===== src/hdl/smx_pkg.sv =====
package smx_pkg;

   localparam int DATA_W      = 32;
   localparam int STACK_DEPTH = 256;
   localparam int ADDR_W      = $clog2(STACK_DEPTH);
   localparam int COUNT_W     = $clog2(STACK_DEPTH + 1);
   localparam int DEPTH_OUT_W = 9;
   localparam int STATUS_W    = 3;
   localparam int KIND_W      = 2;
   localparam int PRIM_W      = DATA_W - KIND_W;
   localparam int STEP_W      = $clog2(DATA_W);

   // Instruction types held in the top two bits.
   localparam logic [KIND_W-1:0] KIND_PUSH_LO = 2'd0;
   localparam logic [KIND_W-1:0] KIND_PRIM_LO = 2'd1;
   localparam logic [KIND_W-1:0] KIND_PUSH_HI = 2'd2;
   localparam logic [KIND_W-1:0] KIND_PRIM_HI = 2'd3;

   // Primitive numbers.
   localparam logic [PRIM_W-1:0] PRIM_HALT = 30'd0;
   localparam logic [PRIM_W-1:0] PRIM_ADD  = 30'd1;
   localparam logic [PRIM_W-1:0] PRIM_SUB  = 30'd2;
   localparam logic [PRIM_W-1:0] PRIM_MUL  = 30'd3;
   localparam logic [PRIM_W-1:0] PRIM_DIV  = 30'd4;

   // Status codes.
   localparam logic [STATUS_W-1:0] ST_OK        = 3'd0;
   localparam logic [STATUS_W-1:0] ST_HALT      = 3'd1;
   localparam logic [STATUS_W-1:0] ST_IGNORED   = 3'd2;
   localparam logic [STATUS_W-1:0] ST_UNDERFLOW = 3'd3;
   localparam logic [STATUS_W-1:0] ST_OVERFLOW  = 3'd4;
   localparam logic [STATUS_W-1:0] ST_DIVZERO   = 3'd5;
   localparam logic [STATUS_W-1:0] ST_UNKNOWN   = 3'd6;

   typedef enum logic [1:0] {
      ALU_ADD,
      ALU_SUB,
      ALU_MUL,
      ALU_DIV
   } alu_op_type;

   typedef struct packed {
      logic       start;
      alu_op_type op;
   } alu_ctl_type;

endpackage


===== src/hdl/smx_alu.sv =====
module smx_alu (
   input  logic                       clock,
   input  logic                       reset,
   input  smx_pkg::alu_ctl_type       ctl,
   input  logic [smx_pkg::DATA_W-1:0] opnd_a,
   input  logic [smx_pkg::DATA_W-1:0] opnd_b,
   output logic                       done,
   output logic [smx_pkg::DATA_W-1:0] result
);
   import smx_pkg::*;

   typedef enum logic [1:0] {
      A_IDLE,
      A_RUN,
      A_FIN
   } alu_state_type;

   alu_state_type     state_ff;
   alu_op_type        op_ff;
   logic [DATA_W-1:0] acc_ff;
   logic [DATA_W-1:0] opa_ff;
   logic [DATA_W-1:0] opb_ff;
   logic              neg_ff;
   logic [STEP_W-1:0] step_ff;

   logic [DATA_W:0]   add_x;
   logic [DATA_W:0]   add_y;
   logic              add_sub;
   logic [DATA_W:0]   add_sum;
   logic [DATA_W-1:0] mag_a;
   logic [DATA_W-1:0] mag_b;

   // The one adder is shared by add, subtract, each multiply step and each
   // trial subtraction of the divider.
   always_comb begin
      add_x   = '0;
      add_y   = '0;
      add_sub = 1'b0;
      unique case (state_ff)
         A_IDLE: begin
            add_x   = {1'b0, opnd_a};
            add_y   = {1'b0, opnd_b};
            add_sub = (ctl.op == ALU_SUB);
         end
         A_RUN: begin
            if (op_ff == ALU_MUL) begin
               add_x = {1'b0, acc_ff};
               add_y = {1'b0, (opb_ff[0] ? opa_ff : '0)};
            end else begin
               add_x   = {acc_ff, opb_ff[DATA_W-1]};
               add_y   = {1'b0, opa_ff};
               add_sub = 1'b1;
            end
         end
         default: begin
            add_x = '0;
         end
      endcase
      add_sum = add_x + (add_y ^ {(DATA_W + 1){add_sub}}) + (DATA_W + 1)'(add_sub);
   end

   assign mag_a = opnd_a[DATA_W-1] ? (DATA_W'(0) - opnd_a) : opnd_a;
   assign mag_b = opnd_b[DATA_W-1] ? (DATA_W'(0) - opnd_b) : opnd_b;

   always_ff @(posedge clock) begin
      if (reset) begin
         state_ff <= A_IDLE;
      end else begin
         unique case (state_ff)
            A_IDLE: begin
               if (ctl.start) begin
                  op_ff   <= ctl.op;
                  step_ff <= '0;
                  neg_ff  <= 1'b0;
                  unique case (ctl.op)
                     ALU_ADD, ALU_SUB: begin
                        acc_ff   <= add_sum[DATA_W-1:0];
                        state_ff <= A_FIN;
                     end
                     ALU_MUL: begin
                        acc_ff   <= '0;
                        opa_ff   <= opnd_a;
                        opb_ff   <= opnd_b;
                        state_ff <= A_RUN;
                     end
                     default: begin
                        // Divide the magnitudes; the quotient sign is fixed at the end.
                        acc_ff   <= '0;
                        opa_ff   <= mag_b;
                        opb_ff   <= mag_a;
                        neg_ff   <= opnd_a[DATA_W-1] ^ opnd_b[DATA_W-1];
                        state_ff <= A_RUN;
                     end
                  endcase
               end
            end
            A_RUN: begin
               if (op_ff == ALU_MUL) begin
                  acc_ff <= add_sum[DATA_W-1:0];
                  opa_ff <= {opa_ff[DATA_W-2:0], 1'b0};
                  opb_ff <= {1'b0, opb_ff[DATA_W-1:1]};
               end else begin
                  if (!add_sum[DATA_W]) begin
                     acc_ff <= add_sum[DATA_W-1:0];
                  end else begin
                     acc_ff <= add_x[DATA_W-1:0];
                  end
                  opb_ff <= {opb_ff[DATA_W-2:0], ~add_sum[DATA_W]};
               end
               step_ff <= step_ff + STEP_W'(1);
               if (step_ff == STEP_W'(DATA_W - 1)) begin
                  state_ff <= A_FIN;
               end
            end
            default: begin
               state_ff <= A_IDLE;
            end
         endcase
      end
   end

   assign done = (state_ff == A_FIN);

   always_comb begin
      if (op_ff == ALU_DIV) begin
         result = neg_ff ? (DATA_W'(0) - opb_ff) : opb_ff;
      end else begin
         result = acc_ff;
      end
   end

endmodule


===== config.mk =====
export PLATFORM = sky130hd
export DESIGN_NAME = smx_alu
export DESIGN_NICKNAME = d
export VERILOG_FILES = /design/src/hdl/smx_pkg.sv /design/src/hdl/smx_alu.sv
export SDC_FILE = /design/constraint.sdc
export NUM_CORES = 1
export LEC_CHECK = 0
export ABC_AREA = 1
export BUFFER_PORTS_ARGS = -buffer_cell sky130_fd_sc_hd__buf_2
export CAP_MARGIN = 10
export CORE_ASPECT_RATIO = 0.6
export CORE_UTILIZATION = 62
export CTS_CLUSTER_DIAMETER = 60
export CTS_CLUSTER_SIZE = 28
export DETAILED_ROUTE_END_ITERATION = 16
export MAX_ROUTING_LAYER = met4
export PLACE_DENSITY = 0.81
export SETUP_SLACK_MARGIN = 0.02
export SLEW_MARGIN = 20
export SYNTH_ARGS = -nofsm -noshare
export SYNTH_HDL_FRONTEND = slang
export SYNTH_SLANG_ARGS = --single-unit

===== constraint.sdc =====
create_clock -name clock -period 3.8 [get_ports clock]
set_input_delay 0.38 -clock clock [delete_from_list [all_inputs] [get_ports clock]]
set_output_delay 0.38 -clock clock [all_outputs]
set_load 0.01 [all_outputs]

==> results of run 1 <==
==> how the worst max path moves through the flow <==
stage                              from                   end  slack [ns]  depth (start not counted)
2_1_floorplan  state_ff[0]$_SDFFE_PP0P_  acc_ff[15]$_DFFE_PP_        0.58                         20
3_3_place_gp        opb_ff[0]$_DFFE_PP_   acc_ff[1]$_DFFE_PP_        0.25                         19
3_5_place_dp         op_ff[1]$_DFFE_PP_   opb_ff[0]$_DFFE_PP_        0.12                         17
4_1_cts              op_ff[1]$_DFFE_PP_   opb_ff[0]$_DFFE_PP_        0.09                         17
5_1_grt              op_ff[0]$_DFFE_PP_   acc_ff[2]$_DFFE_PP_       -0.04                         22
6_report       state_ff[0]$_SDFFE_PP0P_  acc_ff[24]$_DFFE_PP_        0.11                         23
==> state kept, by name (all words and copies together) (netlist names) <==
signal    flops
state_ff      2
neg_ff        1
acc_ff       32
step_ff       5
opb_ff       32
op_ff         2
opa_ff       32
==> layout by cell type, fill, tap and decap left out, types with 4 or more instances in the layout <==
master	count
sky130_fd_sc_hd__nand2_1	371
sky130_fd_sc_hd__o21ai_0	241
sky130_fd_sc_hd__nor2_1	179
sky130_fd_sc_hd__inv_1	137
sky130_fd_sc_hd__a21oi_1	105
sky130_fd_sc_hd__edfxtp_1	104
sky130_fd_sc_hd__buf_2	101
sky130_fd_sc_hd__nand3_1	86
sky130_fd_sc_hd__xor2_1	67
sky130_fd_sc_hd__o22ai_1	45
sky130_fd_sc_hd__buf_4	37
sky130_fd_sc_hd__ha_1	36
sky130_fd_sc_hd__xnor2_1	22
sky130_fd_sc_hd__o211ai_1	19
sky130_fd_sc_hd__nor3_1	18
sky130_fd_sc_hd__nand4_1	14
sky130_fd_sc_hd__o221ai_1	13
sky130_fd_sc_hd__nand2_2	12
sky130_fd_sc_hd__o21ai_2	12
sky130_fd_sc_hd__a21o_1	11
sky130_fd_sc_hd__inv_2	10
sky130_fd_sc_hd__clkbuf_16	10
sky130_fd_sc_hd__nor2_2	9
sky130_fd_sc_hd__or2_2	9
sky130_fd_sc_hd__a31oi_1	8
sky130_fd_sc_hd__o21ai_1	7
sky130_fd_sc_hd__o21a_1	5
sky130_fd_sc_hd__o31ai_1	5
sky130_fd_sc_hd__nor2_4	4
sky130_fd_sc_hd__o21bai_1	4
sky130_fd_sc_hd__a21oi_2	4
sky130_fd_sc_hd__nand3_2	4
sky130_fd_sc_hd__inv_6	4
sky130_fd_sc_hd__buf_12	4
==> power by group <==
| part | leakage, nW | switching, mW | internal, mW |
|---|---|---|---|
| clock network | 0.145 | 0.521 | 0.465 |
| logic | 4.36 | 1.69 | 0.885 |
| registers | 0.993 | 0.109 | 1.47 |
==> layout make-up <==
class	count	area share [%]
multi-input cells	1338	57.8
inverters	152	4.69
clock inverters	7	0.504
diodes	1	0.0202
well taps	234	2.36
repair buffers	145	7.34
flip-flops and latches	106	25.5
clock buffers	9	1.81
==> stage by stage <==
stage	cell area, um^2	std cells	TNS (ns)	utilization, %
finish	12400	1992	0	71.5
global route	12400	1992	-0.463	71.5
CTS	12200	1980	0	70.4
detailed placement	11900	1964	0	68.8
global placement	11900	1964	0	68.8
floorplan	11100	1669	0	-
==> per-layer routing <==
| metal | routed length [um] | up-vias |
|---|---|---|
| met3 | 6360 | 160 |
| met5 | 0 | - |
| li1 | - | 5903 |
| met1 | 16200 | 5827 |
| met2 | 16900 | 1120 |
| met4 | 1810 | 0 |
==> what timing repair did <==
action,4_1_cts,5_1_grt
endpoints found under the setup margin,0,33
gates resized for setup,0,20
buffers inserted,0,8
==> logic make-up after synthesis <==
logic type	synth area share, %
flip-flops	28.4
adder cells (fa/ha/maj)	4.22
XOR/XNOR	7.00
buffers and inverters	7.93
AO/OA/AOI/OAI	24.6
AND/OR/NAND/NOR	27.8
==> critical path, stage by stage (launching register included) <==
cell and delay, ns:
sky130_fd_sc_hd__dfxtp_2 0.35, sky130_fd_sc_hd__inv_2 0.10, sky130_fd_sc_hd__nand2_1 0.18, sky130_fd_sc_hd__inv_4 0.26, sky130_fd_sc_hd__nand2_1 0.11, sky130_fd_sc_hd__nand2_1 0.14, sky130_fd_sc_hd__nand3_1 0.19, sky130_fd_sc_hd__nand2_1 0.14
sky130_fd_sc_hd__inv_1 0.09, sky130_fd_sc_hd__fa_1 0.40, sky130_fd_sc_hd__nand2_1 0.08, sky130_fd_sc_hd__nand2_1 0.07, sky130_fd_sc_hd__nand3_1 0.07, sky130_fd_sc_hd__nand2_1 0.11, sky130_fd_sc_hd__nand2_1 0.10, sky130_fd_sc_hd__nand2_2 0.10
sky130_fd_sc_hd__nand2_1 0.11, sky130_fd_sc_hd__nand2_1 0.07, sky130_fd_sc_hd__nand2_2 0.07, sky130_fd_sc_hd__nand3_4 0.15, sky130_fd_sc_hd__buf_4 0.20, sky130_fd_sc_hd__nor2_8 0.20, sky130_fd_sc_hd__nand2_1 0.15, sky130_fd_sc_hd__nand3_1 0.12
==> out/qor.txt, run 1 <==
vias in the first global route: 11600
Floorplan Core Area: 17400 um^2
arrival time of the worst setup path: 3.93 ns
Max-Slew Margin vs Limit: 34.5%
Worst-Margin Slew: 0.982 ns
result of the run: completed
Inserted Clock Buffers: 9
Post-Place Worst Slack: 0.125 ns
Root Buffer Master: sky130_fd_sc_hd__clkbuf_16
via/cell ratio: 6.53
top cells by instance count after synthesis: sky130_fd_sc_hd__nand2_1 (374), sky130_fd_sc_hd__o21ai_0 (242), sky130_fd_sc_hd__nor2_1 (182)
area grow syn2layout: 11.4%
Yosys warning count: 0
hold buffer count at cts: 0
maximum clock insertion buffer count: 2
die outline height: 106 um
post-synth net total: 1775
critical path startpoint category: register
reported leakage power: 5.49 nW
insertion delay to the later sink of the worst-skew pair: 0.38 ns
power density over the cells: 414 nW/um^2
Global Route met1 Usage: 62.5%
achievable frequency: 0.271 GHz
MaxCap Viol Count: 0
netlist area before placement: 11100 um^2
Post-Route WL: 41.3 mm
minimum setup slack in the final design: 0.107 ns
tightest hold margin: 0.209 ns
cell types with the largest area share after synthesis: sky130_fd_sc_hd__edfxtp_1 (28%), sky130_fd_sc_hd__nand2_1 (13%), sky130_fd_sc_hd__o21ai_0 (11%)
sequential cell area: 3160 um^2
worst-path maximum fanout: 17
Final HPWL DP: 31.7 mm
number of enable-type register cells in the synthesized netlist: 104
minimum clock period after layout: 3.69 ns
CTS clock-pin slew for the worst setup and hold paths: 0.08 ns
share of the synthesized area in the top cell type: 28.0%
total setup violations reported at the end of the flow: 0
most heavily used metal layer in global routing: met2
Worst Hold Launch: reset
share of synthesized area occupied by flip-flops and latches: 28.4%
Die Width: 175 um
endpoint of the most critical register-to-register path: acc_ff[24]$_DFFE_PP_
final routed wire length divided by cell count: 20.7 um
CTS H-Tree Depth: 3
synthesized instance count: 1669
global-route track usage on met3: 11.8%
most numerous cell in the Yosys netlist: sky130_fd_sc_hd__nand2_1
number of rows in the core area: 37
number of vias after detailed routing: 13000
unrepaired setup endpoints after global routing: true
post-layout net count: 1858
Pre-Repair DR Iteration Count: 6
number of routed nets with antenna violations: 0
VDD IR max: 0.000247 V
area occupied by multi-input gates: 7170 um^2
wire length of the first global-routing pass: 63.3 mm
number of distinct library cells after synthesis: 53
worst setup path class: reg2reg
DR DRC count: 0
overall fraction of global-route tracks in use: 45.5%
Global Route met2 Usage: 64.0%
post-synthesis register bit count: 106
ratio of final minimum period to clock period: 97.2%
placer congestion estimate: 1.04
share of final-layout standard cells stronger than drive strength 1: 13.6%
starting density of the core: 64.2%
average instance area after synthesis: 6.67 um^2
maximum number of pins on one net before global-route repair: 76
initial antenna violation count: 1
Synth async-reset ratio: 0%
final clock skew: 0.0166 ns
launch instance of the worst register-to-register path: state_ff[0]$_SDFFE_PP0P_
flop2flop setup slack: 0.11 ns
initial DRC count: 2221
port buffer count: 101
TritonCTS clock tree: done
worst hold path cell count: 2
type of the tightest min-delay check: in2reg
r2r worst-path depth: 23
Worst Hold End: state_ff[0]$_SDFFE_PP0P_
total I/O pin count: 102
cell taking the most area after synthesis: sky130_fd_sc_hd__edfxtp_1
total of fill cells in the finished design: 1523
total congestion overflow after global routing: 0
data required time of the critical path: 4.04 ns
number of endpoints with negative hold slack in the final report: 0
Die Area: 18500 um^2
endpoint kind of the worst setup timing path: register
sink count of the clock tree: 106
most used flip-flop cell after synthesis: sky130_fd_sc_hd__edfxtp_1
Final Total Pwr: 5.14 mW
number of pins exceeding their max-slew limit in the final report: 0
Note: power is estimated with default switching activity, not from simulation.
==> inputs of run 2 (changes only) <==
--- a/config.mk
+++ b/config.mk
@@ -8,13 +8,16 @@
 export ABC_AREA = 1
 export BUFFER_PORTS_ARGS = -buffer_cell sky130_fd_sc_hd__buf_2
 export CAP_MARGIN = 10
+export CELL_PAD_IN_SITES_DETAIL_PLACEMENT = 1
+export CELL_PAD_IN_SITES_GLOBAL_PLACEMENT = 1
 export CORE_ASPECT_RATIO = 0.6
-export CORE_UTILIZATION = 62
+export CORE_UTILIZATION = 44
 export CTS_CLUSTER_DIAMETER = 60
 export CTS_CLUSTER_SIZE = 28
 export DETAILED_ROUTE_END_ITERATION = 16
 export MAX_ROUTING_LAYER = met4
-export PLACE_DENSITY = 0.81
+export PLACE_DENSITY = 0.8
+export RECOVER_POWER = 25
 export SETUP_SLACK_MARGIN = 0.02
 export SLEW_MARGIN = 20
 export SYNTH_ARGS = -nofsm -noshare
==> run 2 against run 1 <==
Total power up 6.4%; critical path type unchanged; first-iteration DRC count decreased by 41%; register-to-register slack lost 0.04 ns; the run now ends with max-capacitance violations, max-slew violations left; combinational power increased by 7%; critical path depth shrank 5; largest power group unchanged; worst hold slack gained 0.0010 ns; sequential share of layout area decreased by 0.74 points.
==> out/qor.txt, run 2 (synthesis gave the netlist of run 1 again) <==
die outline height: 125 um (+18%)
CTS H-Tree Depth: 3 (unchanged)
total congestion overflow after global routing: 0 (unchanged)
sink count of the clock tree: 106 (unchanged)
reported leakage power: 5.57 nW (+1.5%)
starting density of the core: 45.5% (-19 points)
critical path startpoint category: register
area occupied by multi-input gates: 7270 um^2 (+1.4%)
number of rows in the core area: 44 (+19%)
Global Route met1 Usage: 53.0% (-9.5 points)
achievable frequency: 0.268 GHz (-1.0%)
result of the run: complete, but fails checks
Max-Slew Margin vs Limit: -38.0% (-73 points)
overall fraction of global-route tracks in use: 38.2% (-7.3 points)
wire length of the first global-routing pass: 73.5 mm (+16%)
number of endpoints with negative hold slack in the final report: 0 (unchanged)
DR DRC count: 0 (unchanged)
unrepaired setup endpoints after global routing: true
leading cell types in the layout, fill and taps excluded: sky130_fd_sc_hd__nand2_1 (369), sky130_fd_sc_hd__o21ai_0 (229), sky130_fd_sc_hd__nor2_1 (177), sky130_fd_sc_hd__inv_1 (139), sky130_fd_sc_hd__edfxtp_1 (104)
arrival time of the worst setup path: 3.83 ns (-0.10 ns)
r2r worst-path depth: 18 (-22%)
Worst path max stage delay: 0.43 ns (+0.03 ns)
VDD IR max: 0.000238 V (-3.7%)
Global Route met2 Usage: 57.6% (-6.4 points)
via/cell ratio: 6.17 (-5.6%)
Die Width: 207 um (+18%)
largest registers ranked by flip-flop count: acc_ff (32), opa_ff (32), opb_ff (32)
final clock skew: 0.00919 ns (-0.00739 ns)
number of routed nets with antenna violations: 0 (unchanged)
worst hold path cell count: 2 (unchanged)
number of vias after detailed routing: 12900 (-1.0%)
TritonCTS clock tree: done
MaxCap Viol Count: 3 (+3)
port buffer count: 101 (unchanged)
library cell contributing the largest single delay on the critical path: sky130_fd_sc_hd__edfxtp_1
number of pins exceeding their max-slew limit in the final report: 125 (+125)
hold buffer count at cts: 0 (unchanged)
initial antenna violation count: 1 (unchanged)
maximum number of pins on one net before global-route repair: 54 (-29%)
setup_tns: 0 ns (unchanged)
data required time of the critical path: 3.90 ns (-0.14 ns)
Floorplan Core Area: 24500 um^2 (+41%)
total I/O pin count: 102 (unchanged)
Placement Cell Area: 12200 um^2 (+2.2%)
final routed wire length divided by cell count: 23.4 um (+13%)
most heavily used metal layer in global routing: met2
Cell Chain, Critical Path: inv_1, nand3_1, inv_1, buf_12, o22ai_1, xor2_1, ha_1, nand2_1, buf_4, nor2_1, inv_1, o21ai_0, a21oi_1, nand2_1, xor2_2, nand2_1, nand3_1, o21ai_0
Die Area: 26000 um^2 (+40%)
endpoint kind of the worst setup timing path: register
Post-Layout Inst Area: 12800 um^2 (+3.0%)
sequential cell area: 3160 um^2 (unchanged)
type of the tightest min-delay check: in2reg
Post-Route WL: 48.9 mm (+18%)
CTS clock-pin slew for the worst setup and hold paths: 0.08 ns (about the same)
placer congestion estimate: 0.983 (-5.7%)
maximum clock insertion buffer count: 2 (unchanged)
initial DRC count: 1300 (-41%)
insertion delay to the later sink of the worst-skew pair: 0.38 ns (about the same)
share of final-layout standard cells stronger than drive strength 1: 14.8% (+1.2 points)
commonest non-fill, non-tap cell in the layout: sky130_fd_sc_hd__nand2_1
power density over the cells: 428 nW/um^2 (+3.3%)
Root Buffer Master: sky130_fd_sc_hd__clkbuf_16
worst setup path class: reg2reg
area grow syn2layout: 14.7%
Final HPWL DP: 38.2 mm (+21%)
post-layout net count: 1868 (+0.54%)
minimum clock period after layout: 3.73 ns (+0.0392 ns)
ratio of final minimum period to clock period: 98.2% (+1.0 points)
Inserted Clock Buffers: 9 (unchanged)
total of fill cells in the finished design: 3289 (+120%)
Pre-Repair DR Iteration Count: 5 (-1)
total setup violations reported at the end of the flow: 0 (unchanged)
worst-path maximum fanout: 30 (+13)
vias in the first global route: 12400 (+7.0%)
Worst-Margin Slew: 2.07 ns (+1.09 ns)
global-route track usage on met3: 5.25% (-6.5 points)
violated checks: max-capacitance violations, max-slew violations
-- run 2: changes by cell type in the layout (fill, tap and decap cells not counted), moves of 4 or more --
| cell | delta |
|---|---|
| sky130_fd_sc_hd__a21oi_2 | +4 |
| sky130_fd_sc_hd__o22ai_1 | -7 |
| sky130_fd_sc_hd__o21ai_0 | -12 |
| sky130_fd_sc_hd__bufinv_16 | +4 |
| sky130_fd_sc_hd__clkbuf_1 | +9 |
| sky130_fd_sc_hd__o22ai_2 | +7 |
| sky130_fd_sc_hd__inv_6 | -4 |
| sky130_fd_sc_hd__o21ai_1 | +10 |
-- run 2: report_power, final --
group          leakage [nW]  internal (mW)  switching [mW]
Combinational          4.43          0.945            1.81
Sequential            0.993           1.47           0.121
Clock                 0.156          0.639           0.481
-- run 2: final cells by class --
cell class / instances / area share (%)
diodes: 1 / 0.0196
inverters: 152 / 4.77
well taps: 322 / 3.15
clock buffers: 11 / 1.82
clock inverters: 3 / 0.705
multi-input cells: 1337 / 56.9
repair buffers: 156 / 7.88
flip-flops and latches: 106 / 24.8
-- run 2: worst paths after layout --
| kind | end | start | slack, ns |
|---|---|---|---|
| min | state_ff[0]$_SDFFE_PP0P_ | reset | 0.21 |
| max reg2reg | acc_ff[30]$_DFFE_PP_ | opb_ff[0]$_DFFE_PP_ | 0.07 |
| max | acc_ff[30]$_DFFE_PP_ | opb_ff[0]$_DFFE_PP_ | 0.07 |
| min reg2reg | opa_ff[25]$_DFFE_PP_ | opa_ff[24]$_DFFE_PP_ | 0.56 |
-- run 2: metal layers --
layer | up-vias | routed length, um
li1 | 5926 | -
met1 | 6273 | 21900
met2 | 600 | 21800
met3 | 77 | 3930
met4 | 0 | 1200
met5 | - | 0
-- run 2: per-stage QoR --
stage	utilization, %	hold slack, ns	instances	power [mW]	setup WS (ns)
after detailed placement	49.8	0.536	2067	4.19	-0.199
after global routing	52.2	0.210	2088	5.73	-0.0355
final	52.2	0.210	2088	5.47	0.0682
after global placement	49.8	0.521	2067	4.12	-0.172
after CTS	51.2	0.205	2081	5.32	0.0329
after floorplan	-	0.449	1669	3.25	0.576
-- run 2: what timing repair did --
action,CTS,global route
buffers inserted,0,4
gates cloned,0,2
pin swaps,0,5
setup endpoints to repair,33,36
gates resized for setup,7,62
-- run 2: critical path, delay by kind of cell, from the launching register on --
family                   cells  cell delay [ns]
XOR/XNOR                     2             0.41
flip-flops                   1             0.43
AO/OA/AOI/OAI                4             0.71
AND/OR/NAND/NOR              6             0.74
buffers and inverters        5             0.74
adder cells (fa/ha/maj)      1             0.41
